===== src/rtl/jsu8_pkg.sv =====
// Package: payload structs, scan state struct, status codes and byte constants of the scanner.
`timescale 1ns / 1ps

package jsu8_pkg;

    // Result status codes
    typedef enum logic [1:0] {
        ST_END        = 2'd0,
        ST_QUOTE      = 2'd1,
        ST_INVALID    = 2'd2,
        ST_INCOMPLETE = 2'd3
    } t_status;

    // Input transaction payload
    typedef struct packed {
        logic [7:0]  data_byte;
        logic        last_byte;
        logic [31:0] start_index;
    } t_in_item;

    // Output transaction payload
    typedef struct packed {
        t_status     status;
        logic [31:0] stop_index;
    } t_out_item;

    // Control part of the scan state
    typedef struct packed {
        logic [1:0] remaining_continuations;
        logic [7:0] held_lead;
        logic       sequence_bad;
        logic       discarding;
        logic       at_scan_start;
    } t_scan_state;

    // Byte constants
    localparam logic [7:0] ASCII_QUOTE     = 8'h22;
    localparam logic [7:0] ASCII_BACKSLASH = 8'h5C;
    localparam logic [7:0] ASCII_MAX       = 8'h7F;
    localparam logic [7:0] CONT_MASK       = 8'hC0;
    localparam logic [7:0] CONT_TAG        = 8'h80;
    localparam logic [7:0] LEAD2_PAYLOAD   = 8'h1E;
    localparam logic [7:0] LEAD4_MAX       = 8'hF4;
    localparam logic [7:0] CONT_BIT5       = 8'b0010_0000;
    localparam logic [7:0] CONT_BITS54     = 8'b0011_0000;
    localparam logic [3:0] LEAD3_SURR      = 4'b1101;
    localparam logic [3:0] NIB_LEAD2_LO    = 4'hC;
    localparam logic [3:0] NIB_LEAD2_HI    = 4'hD;
    localparam logic [3:0] NIB_LEAD3       = 4'hE;
    localparam logic [3:0] NIB_LEAD4       = 4'hF;
    localparam logic [2:0] LEAD4_LOW_MAX   = 3'b100;

endpackage


===== src/rtl/jsu8_decode.sv =====
// Per-byte decode: next scan state, next position and the result of one byte.
`timescale 1ns / 1ps

module jsu8_decode #(
    parameter int INDEX_BITS = 32
) (
    input  jsu8_pkg::t_scan_state  i_st,
    input  logic [INDEX_BITS-1:0]  i_pos,
    input  logic [INDEX_BITS-1:0]  i_seq_start,
    input  jsu8_pkg::t_in_item     i_item,
    output jsu8_pkg::t_scan_state  o_st,
    output logic [INDEX_BITS-1:0]  o_pos,
    output logic [INDEX_BITS-1:0]  o_seq_start,
    output logic                   o_res_valid,
    output jsu8_pkg::t_out_item    o_res
);

    logic [INDEX_BITS+31:0] start_wide;
    logic [INDEX_BITS-1:0]  start_idx;
    logic [INDEX_BITS-1:0]  cur_pos;
    logic [INDEX_BITS-1:0]  inc_pos;
    logic [INDEX_BITS-1:0]  fin_idx;
    logic [INDEX_BITS+31:0] fin_wide;

    // Fit the 32-bit start index to the index width
    assign start_wide = {{INDEX_BITS{1'b0}}, i_item.start_index};
    assign start_idx  = start_wide[INDEX_BITS-1:0];
    assign cur_pos    = i_st.at_scan_start ? start_idx : i_pos;

    // Saturating increment of the current position
    assign inc_pos = (&cur_pos) ? cur_pos : cur_pos + INDEX_BITS'(1);

    always_comb begin
        logic [7:0]      c;
        logic [3:0]      hi;
        logic [1:0]      rem;
        logic [1:0]      len;
        logic            bad;
        logic            fin;
        jsu8_pkg::t_status fst;
        c    = i_item.data_byte;
        hi   = c[7:4];
        rem  = i_st.at_scan_start ? 2'd0 : i_st.remaining_continuations;
        len  = 2'd3;
        bad  = i_st.sequence_bad;
        fin  = 1'b0;
        fst  = jsu8_pkg::ST_END;
        fin_idx     = '0;
        o_st        = i_st;
        o_pos       = i_pos;
        o_seq_start = i_seq_start;
        if (i_st.discarding) begin
            // Drop bytes until the range ends
            if (i_item.last_byte) begin
                o_st.discarding    = 1'b0;
                o_st.at_scan_start = 1'b1;
            end
        end else begin
            o_pos              = inc_pos;
            o_st.at_scan_start = 1'b0;
            if (i_st.at_scan_start) begin
                o_st.held_lead    = '0;
                o_st.sequence_bad = 1'b0;
                o_seq_start       = '0;
            end
            if (rem == 2'd0) begin
                // Single byte or lead byte
                if (c <= jsu8_pkg::ASCII_MAX) begin
                    if (c == jsu8_pkg::ASCII_QUOTE || c == jsu8_pkg::ASCII_BACKSLASH) begin
                        fin     = 1'b1;
                        fst     = jsu8_pkg::ST_QUOTE;
                        fin_idx = cur_pos;
                    end
                    o_st.remaining_continuations = 2'd0;
                end else if (hi == jsu8_pkg::NIB_LEAD2_LO || hi == jsu8_pkg::NIB_LEAD2_HI) begin
                    o_st.held_lead               = c;
                    o_st.remaining_continuations = 2'd1;
                    o_seq_start                  = cur_pos;
                    o_st.sequence_bad = ((c & jsu8_pkg::LEAD2_PAYLOAD) == 8'h00);
                end else if (hi == jsu8_pkg::NIB_LEAD3) begin
                    o_st.held_lead               = c;
                    o_st.remaining_continuations = 2'd2;
                    o_seq_start                  = cur_pos;
                    o_st.sequence_bad            = 1'b0;
                end else if (hi == jsu8_pkg::NIB_LEAD4) begin
                    o_st.held_lead               = c;
                    o_st.remaining_continuations = 2'd3;
                    o_seq_start                  = cur_pos;
                    o_st.sequence_bad            = (c > jsu8_pkg::LEAD4_MAX);
                end else begin
                    // Stray continuation byte
                    o_st.remaining_continuations = 2'd0;
                    fin = 1'b1;
                    fst = jsu8_pkg::ST_INVALID;
                end
            end else begin
                // Continuation byte of an open sequence
                if (i_st.held_lead[7:4] == jsu8_pkg::NIB_LEAD2_LO ||
                    i_st.held_lead[7:4] == jsu8_pkg::NIB_LEAD2_HI) begin
                    len = 2'd1;
                end else if (i_st.held_lead[7:4] == jsu8_pkg::NIB_LEAD3) begin
                    len = 2'd2;
                end
                if ((c & jsu8_pkg::CONT_MASK) != jsu8_pkg::CONT_TAG) begin
                    bad = 1'b1;
                end
                // First continuation bounds overlong, surrogate and range
                if (rem == len && len >= 2'd2) begin
                    if (len == 2'd2) begin
                        if (i_st.held_lead[3:0] == 4'h0 && (c & jsu8_pkg::CONT_BIT5) == 8'h00)
                            bad = 1'b1;
                        if (i_st.held_lead[3:0] == jsu8_pkg::LEAD3_SURR &&
                            (c & jsu8_pkg::CONT_BIT5) != 8'h00)
                            bad = 1'b1;
                    end else begin
                        if (i_st.held_lead[2:0] == 3'b000 && (c & jsu8_pkg::CONT_BITS54) == 8'h00)
                            bad = 1'b1;
                        if (i_st.held_lead[2:0] == jsu8_pkg::LEAD4_LOW_MAX &&
                            (c & jsu8_pkg::CONT_BITS54) != 8'h00)
                            bad = 1'b1;
                    end
                end
                o_st.sequence_bad            = bad;
                o_st.remaining_continuations = rem - 2'd1;
                if (rem == 2'd1) begin
                    if (bad) begin
                        fin = 1'b1;
                        fst = jsu8_pkg::ST_INVALID;
                    end else begin
                        o_st.held_lead    = '0;
                        o_st.sequence_bad = 1'b0;
                        o_seq_start       = '0;
                    end
                end
            end
            // End of range
            if (!fin && i_item.last_byte) begin
                fin = 1'b1;
                if (o_st.remaining_continuations != 2'd0) begin
                    fst     = jsu8_pkg::ST_INCOMPLETE;
                    fin_idx = o_seq_start;
                end else begin
                    fst     = jsu8_pkg::ST_END;
                    fin_idx = inc_pos;
                end
            end
            // Close the scan
            if (fin) begin
                o_st.remaining_continuations = 2'd0;
                o_st.held_lead               = '0;
                o_st.sequence_bad            = 1'b0;
                o_seq_start                  = '0;
                o_st.at_scan_start           = 1'b1;
                o_st.discarding              = !i_item.last_byte;
            end
        end
        o_res_valid   = fin;
        o_res.status  = fst;
        // Low 32 bits of the result index
        fin_wide         = {32'h0, fin_idx};
        o_res.stop_index = fin_wide[31:0];
    end

endmodule


===== src/rtl/json_string_utf8_scanner_core.sv =====
// The ending byte is held in the input register, then its result in the result register.
// Throughput: one byte per cycle unless a result waits untaken; the input register, decode
// logic and result register run in a single pass with no iteration.
// Reset: synchronous active-low reset empties both registers and starts a fresh scan
// with no open sequence.
// Top level: input register, per-byte decode and result register of the scanner.
`timescale 1ns / 1ps

module json_string_utf8_scanner_core #(
    parameter int INDEX_BITS = 32
) (
    input  logic                i_clk,
    input  logic                i_rst_n,
    input  logic                i_in_valid,
    output logic                o_in_ready,
    input  jsu8_pkg::t_in_item  i_in_data,
    output logic                o_out_valid,
    input  logic                i_out_ready,
    output jsu8_pkg::t_out_item o_out_data
);

    logic                  r_in_valid;
    jsu8_pkg::t_in_item    r_in;
    jsu8_pkg::t_scan_state r_st;
    jsu8_pkg::t_scan_state n_st;
    logic [INDEX_BITS-1:0] r_pos;
    logic [INDEX_BITS-1:0] n_pos;
    logic [INDEX_BITS-1:0] r_seq_start;
    logic [INDEX_BITS-1:0] n_seq_start;
    logic                  r_out_valid;
    jsu8_pkg::t_out_item   r_out;
    logic                  res_valid;
    jsu8_pkg::t_out_item   res;
    logic                  advance;

    // Advance the held byte unless its result would overwrite a waiting one
    assign advance    = r_in_valid && (!res_valid || !r_out_valid || i_out_ready);
    assign o_in_ready = !r_in_valid || advance;

    jsu8_decode #(
        .INDEX_BITS (INDEX_BITS)
    ) u_decode (
        .i_st        (r_st),
        .i_pos       (r_pos),
        .i_seq_start (r_seq_start),
        .i_item      (r_in),
        .o_st        (n_st),
        .o_pos       (n_pos),
        .o_seq_start (n_seq_start),
        .o_res_valid (res_valid),
        .o_res       (res)
    );

    // Input register
    always_ff @(posedge i_clk) begin
        if (!i_rst_n) begin
            r_in_valid <= 1'b0;
        end else if (o_in_ready) begin
            r_in_valid <= i_in_valid;
        end
        if (o_in_ready && i_in_valid) begin
            r_in <= i_in_data;
        end
    end

    // Scan state
    always_ff @(posedge i_clk) begin
        if (!i_rst_n) begin
            r_st.remaining_continuations <= 2'd0;
            r_st.held_lead               <= '0;
            r_st.sequence_bad            <= 1'b0;
            r_st.discarding              <= 1'b0;
            r_st.at_scan_start           <= 1'b1;
            r_pos                        <= '0;
            r_seq_start                  <= '0;
        end else if (advance) begin
            r_st        <= n_st;
            r_pos       <= n_pos;
            r_seq_start <= n_seq_start;
        end
    end

    // Result register
    always_ff @(posedge i_clk) begin
        if (!i_rst_n) begin
            r_out_valid <= 1'b0;
        end else if (advance && res_valid) begin
            r_out_valid <= 1'b1;
        end else if (i_out_ready) begin
            r_out_valid <= 1'b0;
        end
        if (advance && res_valid) begin
            r_out <= res;
        end
    end

    assign o_out_valid = r_out_valid;
    assign o_out_data  = r_out;

    // A new result never lands on one still waiting
    a_no_overwrite : assert property (@(posedge i_clk) disable iff (!i_rst_n)
        (advance && res_valid) |-> (!r_out_valid || i_out_ready))
        else $error("result register overwritten");

    // A byte flagged last always leaves the block ready for a new scan
    a_last_restarts : assert property (@(posedge i_clk) disable iff (!i_rst_n)
        (advance && r_in.last_byte) |=> r_st.at_scan_start)
        else $error("scan not closed after last byte");

    // No sequence is open while dropping bytes
    a_drop_no_seq : assert property (@(posedge i_clk) disable iff (!i_rst_n)
        r_st.discarding |-> (r_st.remaining_continuations == 2'd0))
        else $error("open sequence while discarding");

    // An open sequence implies a scan in progress
    a_seq_in_scan : assert property (@(posedge i_clk) disable iff (!i_rst_n)
        (r_st.remaining_continuations != 2'd0) |-> !r_st.at_scan_start)
        else $error("open sequence at scan start");

endmodule

===== config.mk =====
export PLATFORM = sky130hd
export DESIGN_NAME = json_string_utf8_scanner_core
export DESIGN_NICKNAME = d
export VERILOG_FILES = /design/src/rtl/jsu8_pkg.sv /design/src/rtl/jsu8_decode.sv /design/src/rtl/json_string_utf8_scanner_core.sv
export SDC_FILE = /design/constraint.sdc
export NUM_CORES = 1
export LEC_CHECK = 0
export BUFFER_PORTS_ARGS = -buffer_cell sky130_fd_sc_hd__buf_2
export CORE_MARGIN = 2
export CORE_UTILIZATION = 60
export CTS_BUF_LIST = sky130_fd_sc_hd__clkbuf_2
export DETAILED_ROUTE_END_ITERATION = 16
export GPL_TIMING_DRIVEN = 0
export PLACE_DENSITY_LB_ADDON = 0.3
export SETUP_SLACK_MARGIN = 0.05
export SYNTH_ARGS = -nofsm -noshare
export SYNTH_HDL_FRONTEND = slang
export SYNTH_SLANG_ARGS = --single-unit

===== constraint.sdc =====
create_clock -name i_clk -period 8.1 [get_ports i_clk]
set_clock_uncertainty 0.15 [all_clocks]
set_input_delay 1.62 -clock i_clk [delete_from_list [all_inputs] [get_ports i_clk]]
set_output_delay 1.62 -clock i_clk [all_outputs]
set_load 0.01 [all_outputs]

==> results of run 1 <==
[power groups by stage]
stage	registers, W	logic (W)	clock network (W)
2_1_floorplan	0.000899	0.000172	0
3_3_place_gp	0.000903	0.000279	0
3_5_place_dp	0.000903	0.000285	0
4_1_cts	0.000887	0.000287	0.000488
5_1_grt	0.000893	0.000315	0.000523
6_report	0.000889	0.000306	0.000493
[sequential cells by signal (all words and copies together), names as in the netlist]
signal and flops:
r_in 41, o_out_data 34, r_pos 32, r_seq_start 32, r_st 13, o_out_valid 1
r_in_valid 1
[cell usage in the layout (no fill, tap or decap), drive strengths merged, types with 7 or more instances in the layout]
| cell | count |
|---|---|
| o22ai | 23 |
| o211ai | 24 |
| o21ai | 62 |
| a21oi | 78 |
| a32oi | 7 |
| a22oi | 14 |
| a211oi | 10 |
| xnor2 | 9 |
| nand3b | 10 |
| nor3 | 10 |
| or4 | 15 |
| dfxtp | 79 |
| inv | 16 |
| or3 | 13 |
| a32o | 7 |
| nand3 | 90 |
| nor2 | 46 |
| edfxtp | 75 |
| buf | 113 |
| clkbuf | 59 |
| mux2i | 28 |
| nand2 | 87 |
| mux2 | 14 |
| nand4 | 33 |
[final timing paths]
kind	start	end	slack, ns	depth (start not counted)
max	r_in[38]	o_in_ready	2.65	9
min	r_seq_start[13]	r_seq_start[13]	0.32	2
max reg2reg	r_st[0]	o_out_data[29]	2.75	16
min reg2reg	r_seq_start[13]	r_seq_start[13]	0.32	2
[stage by stage]
step,setup WS (ns),util
6_report,2.65,0.683
5_1_grt,2.47,0.683
4_1_cts,2.73,0.683
3_5_place_dp,3.21,0.663
3_3_place_gp,2.27,0.659
2_1_floorplan,3.37,-
[layer usage]
layer	vias up	GRT usage	part of all wire
met4	0	0.212	0.056
met3	172	0.203	0.17
li1	3770	-	-
met2	852	0.615	0.41
met1	4081	0.568	0.36
met5	-	0.0104	0
[cells by family after synthesis]
kind of cell / after synthesis
AOI/OAI and AO/OA: 288
xor gates and xnor gates: 12
adders and majority gates: 1
DFF: 154
muxes: 42
buffers and inverters: 82
and+or+nand+nor: 340
[layout make-up]
cell class,count,share of cell area
clock inverter,15,0.0199
timing repair buffer,83,0.0467
multi-input combinational,683,0.455
sequential,154,0.404
inverter,10,0.00396
tap,180,0.0238
buffer,72,0.0370
clock buffer,17,0.00897
[critical path: stages (launching register included)]
cell      delay (ns)
edfxtp_1        0.41
clkbuf_1        0.22
nor2_1          0.18
or4b_1          0.51
a211oi_2        0.41
buf_4           0.27
nor3_1          0.12
nor3_1          0.50
inv_1           0.08
buf_2           0.15
==> run summary, run 1 <==
Tmin final: 5.45 ns
layout cell share with drive strength beyond 1: 0.182
failing checks: max-capacitance violations
Reg area: 3830 um2
Tot Pwr: 0.00169 W
Die ar.: 15200 um2
Max Cap Violations: 1
Sw Ratio: 0.330
I/O pins: 81
Die Span X: 123 um
Skew-Pair Late Insertion Delay: 0.83 ns
simple-gate share of the synthesized area: 0.209
top cell type's share of synthesized area: 0.264
Power Dens Cells: 178 nW/um2
drt first pass iters: 8
xor-xnor portion of the synthesized cell area: 0.0123
vias in the first global route: 8050
Max Freq: 0.183 GHz
Max IR drop VDD: 0.195 mV
Initial Utilization: 0.614
Worst Setup End Kind: output pin
hold_buf cts: 0
Max clock buf depth: 2
port bufs: 80
Pint: 0.00113 W
status: finished, violations left
Worst Path Max Fanout: 10
crit path DAT: 3.68 ns
DP HPWL: 23.5 mm
Hold WS: 0.320 ns
Max-slew headroom: 0.00386
most frequent cells after synthesis: 89 x nand3_1, 87 x nand2_1, 79 x dfxtp_1, 75 x a21oi_1, 75 x edfxtp_1
pin count of the biggest net entering global routing: 39
initial antenna violation count: 0
WL final: 32.7 mm
fill cell count: 1167
Final Cell Area: 9480 um2
HP Class: flop to flop
Core Footprint: 13900 um2
Final period util: 0.673
gpl congestion: 1.04
routed vias: 8875
Clock Pin Slew Worst Setup and Hold Paths: 0.24 ns
Multi-input gate area: 4320 um2
syn_area_per_cell: 9.28 um2
Static Leak: 3.31 nW
Flop pwr share: 0.527
post-synthesis adder-cell area fraction: 0.00147
sum of negative setup slack: 0 ns
vias per cell: 7.31
Post-Syn Area: 8530 um2
Worst Setup Start Kind: flop
setup violators final: 0
Synth Area in Compound Gates: 0.227
CP Data Required Time: 6.33 ns
Final Non-Filler Cells: 1214
Netlist cell types: 81
Clock Power Share: 0.292
unrepaired setup endpoints after global routing: false
Pins Over Slew Limit: 0
CTS tree: done
die height: 123 um
sequential share of the synthesized area: 0.450
post-synthesis mux area share: 0.0542
largest family of logic cells by synthesized area: compound AO/OA/AOI/OAI gates
DR DRC count: 0
Layout area overhead: 11.2%
gr usage total: 0.439
dpl cell area: 9210 um2
most numerous cell in the Yosys netlist: nand3_1
leading area contributor after synthesis: edfxtp_1
n_diodes: 0
H-Tree Depth: 4
TritonCTS Buffers: 17
number of synthesized flops with an enable pin: 75
CTS Root Cell: clkbuf_2
ys async rst share: 0
antenna viol nets, final: 0
prevailing post-synth register cell: dfxtp_1
YS warnings: 0
largest cells by area after synthesis: edfxtp_1 26%, dfxtp_1 19%, nand3_1 5.2%
Rows: 43
per-cell routed wire length: 26.9 um
Post-CTS Resized: 0
Net count, final: 1067
GR Overflow Total: 0
Net Count, Synth: 965
first-pass GRT wire length: 48.1 mm
initial drt markers: 1633
switching pwr: 0.000558 W
slew at the pin closest to its max-slew limit: 1.46 ns
Syn Inst Count: 919
critical path start-end classification: flop to output pin
Post-CTS Setup Inserts: 0
# clock sinks: 154
placed cells: 1182
Yosys reg bits: 154
final-report hold violation count: 0
Logic pwr share: 0.181
Note: power is estimated with default switching activity, not from simulation.
==> inputs of run 2 (changes only) <==
--- a/config.mk
+++ b/config.mk
@@ -5,9 +5,10 @@
 export SDC_FILE = /design/constraint.sdc
 export NUM_CORES = 1
 export LEC_CHECK = 0
+export ABC_AREA = 1
 export BUFFER_PORTS_ARGS = -buffer_cell sky130_fd_sc_hd__buf_2
 export CORE_MARGIN = 2
-export CORE_UTILIZATION = 60
+export CORE_UTILIZATION = 57
 export CTS_BUF_LIST = sky130_fd_sc_hd__clkbuf_2
 export DETAILED_ROUTE_END_ITERATION = 16
 export GPL_TIMING_DRIVEN = 0
==> constraint.sdc (replaced) <==
create_clock -name i_clk -period 4.57 [get_ports i_clk]
set_clock_uncertainty 0.15 [all_clocks]
set_input_delay 0.914 -clock i_clk [delete_from_list [all_inputs] [get_ports i_clk]]
set_output_delay 0.914 -clock i_clk [all_outputs]
set_load 0.01 [all_outputs]
==> run 2 against run 1 <==
Against the previous run: largest cell class unchanged; total power rose by 80%; combinational power is 130% higher; routed wire length up 1.7%; setup slack worse by 1.7 ns; core utilization down 4.4 points; largest power group unchanged; via count grew 18%; the run now ends clean.
==> run summary, run 2 <==
Syn Inst Count: 1440
Max Freq: 0.274 GHz
layout cell share with drive strength beyond 1: 0.124
antenna viol nets, final: 0
CP Data Required Time: 3.51 ns
largest family of logic cells by synthesized area: simple AND/OR/NAND/NOR gates
DR DRC count: 0
most numerous cell in the Yosys netlist: nand2_1
most frequent cells after synthesis: 456 x nand2_1, 203 x nor2_1, 138 x nand3_1, 124 x inv_1, 81 x a21oi_1
fill cell count: 1608
reg-to-reg slack, setup: 0.98 ns
sum of negative setup slack: 0 ns
CTS Root Cell: clkbuf_2
Die Span X: 134 um
Clock Power Share: 0.260
most frequent cells in the layout: 456 x nand2_1, 203 x nor2_1, 138 x nand3_1
Reg area: 3830 um2
gr usage total: 0.376
WL final: 33.3 mm
routed vias: 10447
prevailing post-synth register cell: dfxtp_1
Layout area overhead: 9.72%
post-synthesis adder-cell area fraction: 0.00130
H-Tree Depth: 4
vias in the first global route: 9579
most common cell after layout, fill and taps aside: nand2_1
Max Cap Violations: 0
GR peak layer: met2
Net count, final: 1585
number of synthesized flops with an enable pin: 75
port bufs: 79
Clock Pin Slew Worst Setup and Hold Paths: 0.23 ns
pin count of the biggest net entering global routing: 42
syn_area_per_cell: 6.68 um2
initial drt markers: 1402
max reg flops: 41
Worst Setup End Kind: output pin
Post-CTS Resized: 0
leading area contributor after synthesis: edfxtp_1
Flop pwr share: 0.513
Power Dens Cells: 288 nW/um2
# clock sinks: 154
hold_buf cts: 0
Tmin final: 3.66 ns
drt first pass iters: 14
CP most frequent cell: inv_1
GR Overflow Total: 0
Pins Over Slew Limit: 0
simple-gate share of the synthesized area: 0.398
grt met2 use: 0.597
Post-CTS Setup Inserts: 0
status: finished clean
crit path DAT: 2.59 ns
Slowest Stage Delay on Critical Path: 0.36 ns
Skew-Pair Late Insertion Delay: 0.78 ns
worst-case reg-to-reg path depth: 15
Initial Utilization: 0.582
placed cells: 1739
critical path start-end classification: flop to output pin
Net Count, Synth: 1486
DP HPWL: 25.0 mm
met3 Use GR: 0.0661
die height: 134 um
final-report hold violation count: 0
Max IR drop VDD: 0.163 mV
Max clock buf depth: 2
unrepaired setup endpoints after global routing: false
RR Endpoint: o_out_data[20]
sequential share of the synthesized area: 0.399
largest cells by area after synthesis: edfxtp_1 23%, nand2_1 18%, dfxtp_1 16%
post-synthesis mux area share: 0
per-cell routed wire length: 18.8 um
TritonCTS Buffers: 17
Worst Path Max Fanout: 10
crit-path cells: buf_6 -> nor2_1 -> inv_1 -> nand2_2 -> inv_1 -> nand2_1 -> nand3_2 -> nand3_1 -> buf_2
M1 GR Usage: 0.501
Synth Area in Compound Gates: 0.0964
setup violators final: 0
Die ar.: 17900 um2
slew at the pin closest to its max-slew limit: 0.945 ns
Sw Ratio: 0.349
Static Leak: 4.69 nW
I/O pins: 81
switching pwr: 0.00106 W
hold path endpoint: r_in[9]
Max stage delay cell, worst path: dfxtp_1
Most flops, register: r_in
Final Non-Filler Cells: 1773
Logic pwr share: 0.228
HP Class: primary input to flop
Max-slew headroom: 0.370
YS warnings: 0
CTS tree: done
vias per cell: 5.89
Pint: 0.00198 W
gpl congestion: 0.983
Worst Hold Launch: i_in_data[9]
xor-xnor portion of the synthesized cell area: 0.00729
Post-Syn Area: 9620 um2
Rows: 47
Final period util: 0.800
Core Footprint: 16500 um2
worst r2r src: r_st[0]
Worst Hold Path Cells: 1
top cell type's share of synthesized area: 0.234
Worst Setup Start Kind: flop
initial antenna violation count: 1
Netlist cell types: 32
first-pass GRT wire length: 51.3 mm
ys async rst share: 0
Multi-input gate area: 4840 um2
Yosys reg bits: 154
[run 2: changes by cell type in the layout (fill, tap and decap cells not counted), sizes merged, moves of 13 or more]
cell	change
mux2	-14
nor2	+161
o211ai	-22
nand4	+30
a22oi	-14
or4	-15
mux2i	-28
nand3	+66
o21ai	+18
o22ai	-23
inv	+115
nand2	+374
or3	-13
[run 2: area by class of cell]
| cell class | count | share of cell area |
|---|---|---|
| Clock inverter | 14 | 0.0136 |
| Timing Repair Buffer | 80 | 0.0401 |
| Antenna cell | 1 | 0.000237 |
| Buffer | 88 | 0.0434 |
| Tap cell | 220 | 0.0261 |
| Multi-Input combinational cell | 1069 | 0.458 |
| Inverter | 129 | 0.0464 |
| Sequential cell | 154 | 0.363 |
| Clock buffer | 18 | 0.00854 |
[run 2: worst max-delay path by stage]
stage / from / endpoint / slack (ns) / cells past startpoint
final: r_st[0] / o_in_ready / 0.91 / 9
after global routing: r_st[0] / o_in_ready / 0.66 / 10
after CTS: r_in[39] / o_in_ready / 0.90 / 10
after detailed placement: r_st[0] / o_out_data[25] / 1.18 / 17
after global placement: r_in[39] / r_in[7] / 1.15 / 11
after floorplan: r_in[39] / r_in[0] / 1.77 / 11
[run 2: cells by family (layout without fill, tap and decap cells)]
family,Yosys count,count (layout)
AND/OR/NAND/NOR,893,893
buffers and inverters,217,329
AO/OA/AOI/OAI,167,167
flip-flops,154,154
XOR/XNOR,8,8
adder cells (fa/ha/maj),1,1
other,0,1
[run 2: through the flow]
stage          setup WS [ns]  hold slack, ns  area (um2)  total power, W   util
5_1_grt                0.665           0.102       10600         0.00316  0.639
3_3_place_gp            1.15           0.297       10300         0.00224  0.623
2_1_floorplan           1.77           0.288        9620         0.00202      -
3_5_place_dp            1.18           0.303       10300         0.00225  0.623
4_1_cts                0.904           0.113       10500         0.00302  0.637
6_report               0.915           0.154       10600         0.00304  0.639
[run 2: critical path: cells and delay by family (launching register included)]
kind	cells	cell delay, ns
flip-flops	1	0.36
buffers and inverters	4	0.53
AND/OR/NAND/NOR	5	0.95
[run 2: metal layers]
layer	wire, um	part of all wire	vias up
met2	14800	0.45	666
li1	-	-	4892
met3	3630	0.11	133
met5	0	0	-
met1	13100	0.39	4756
met4	1730	0.052	0
[run 2: power by group through the flow]
stage          clock, W  combinational (W)  sequential (W)
6_report       0.000790           0.000693         0.00156
3_3_place_gp          0           0.000652         0.00159
5_1_grt        0.000841           0.000749         0.00157
2_1_floorplan         0           0.000433         0.00159
3_5_place_dp          0           0.000664         0.00159
4_1_cts        0.000793           0.000668         0.00156
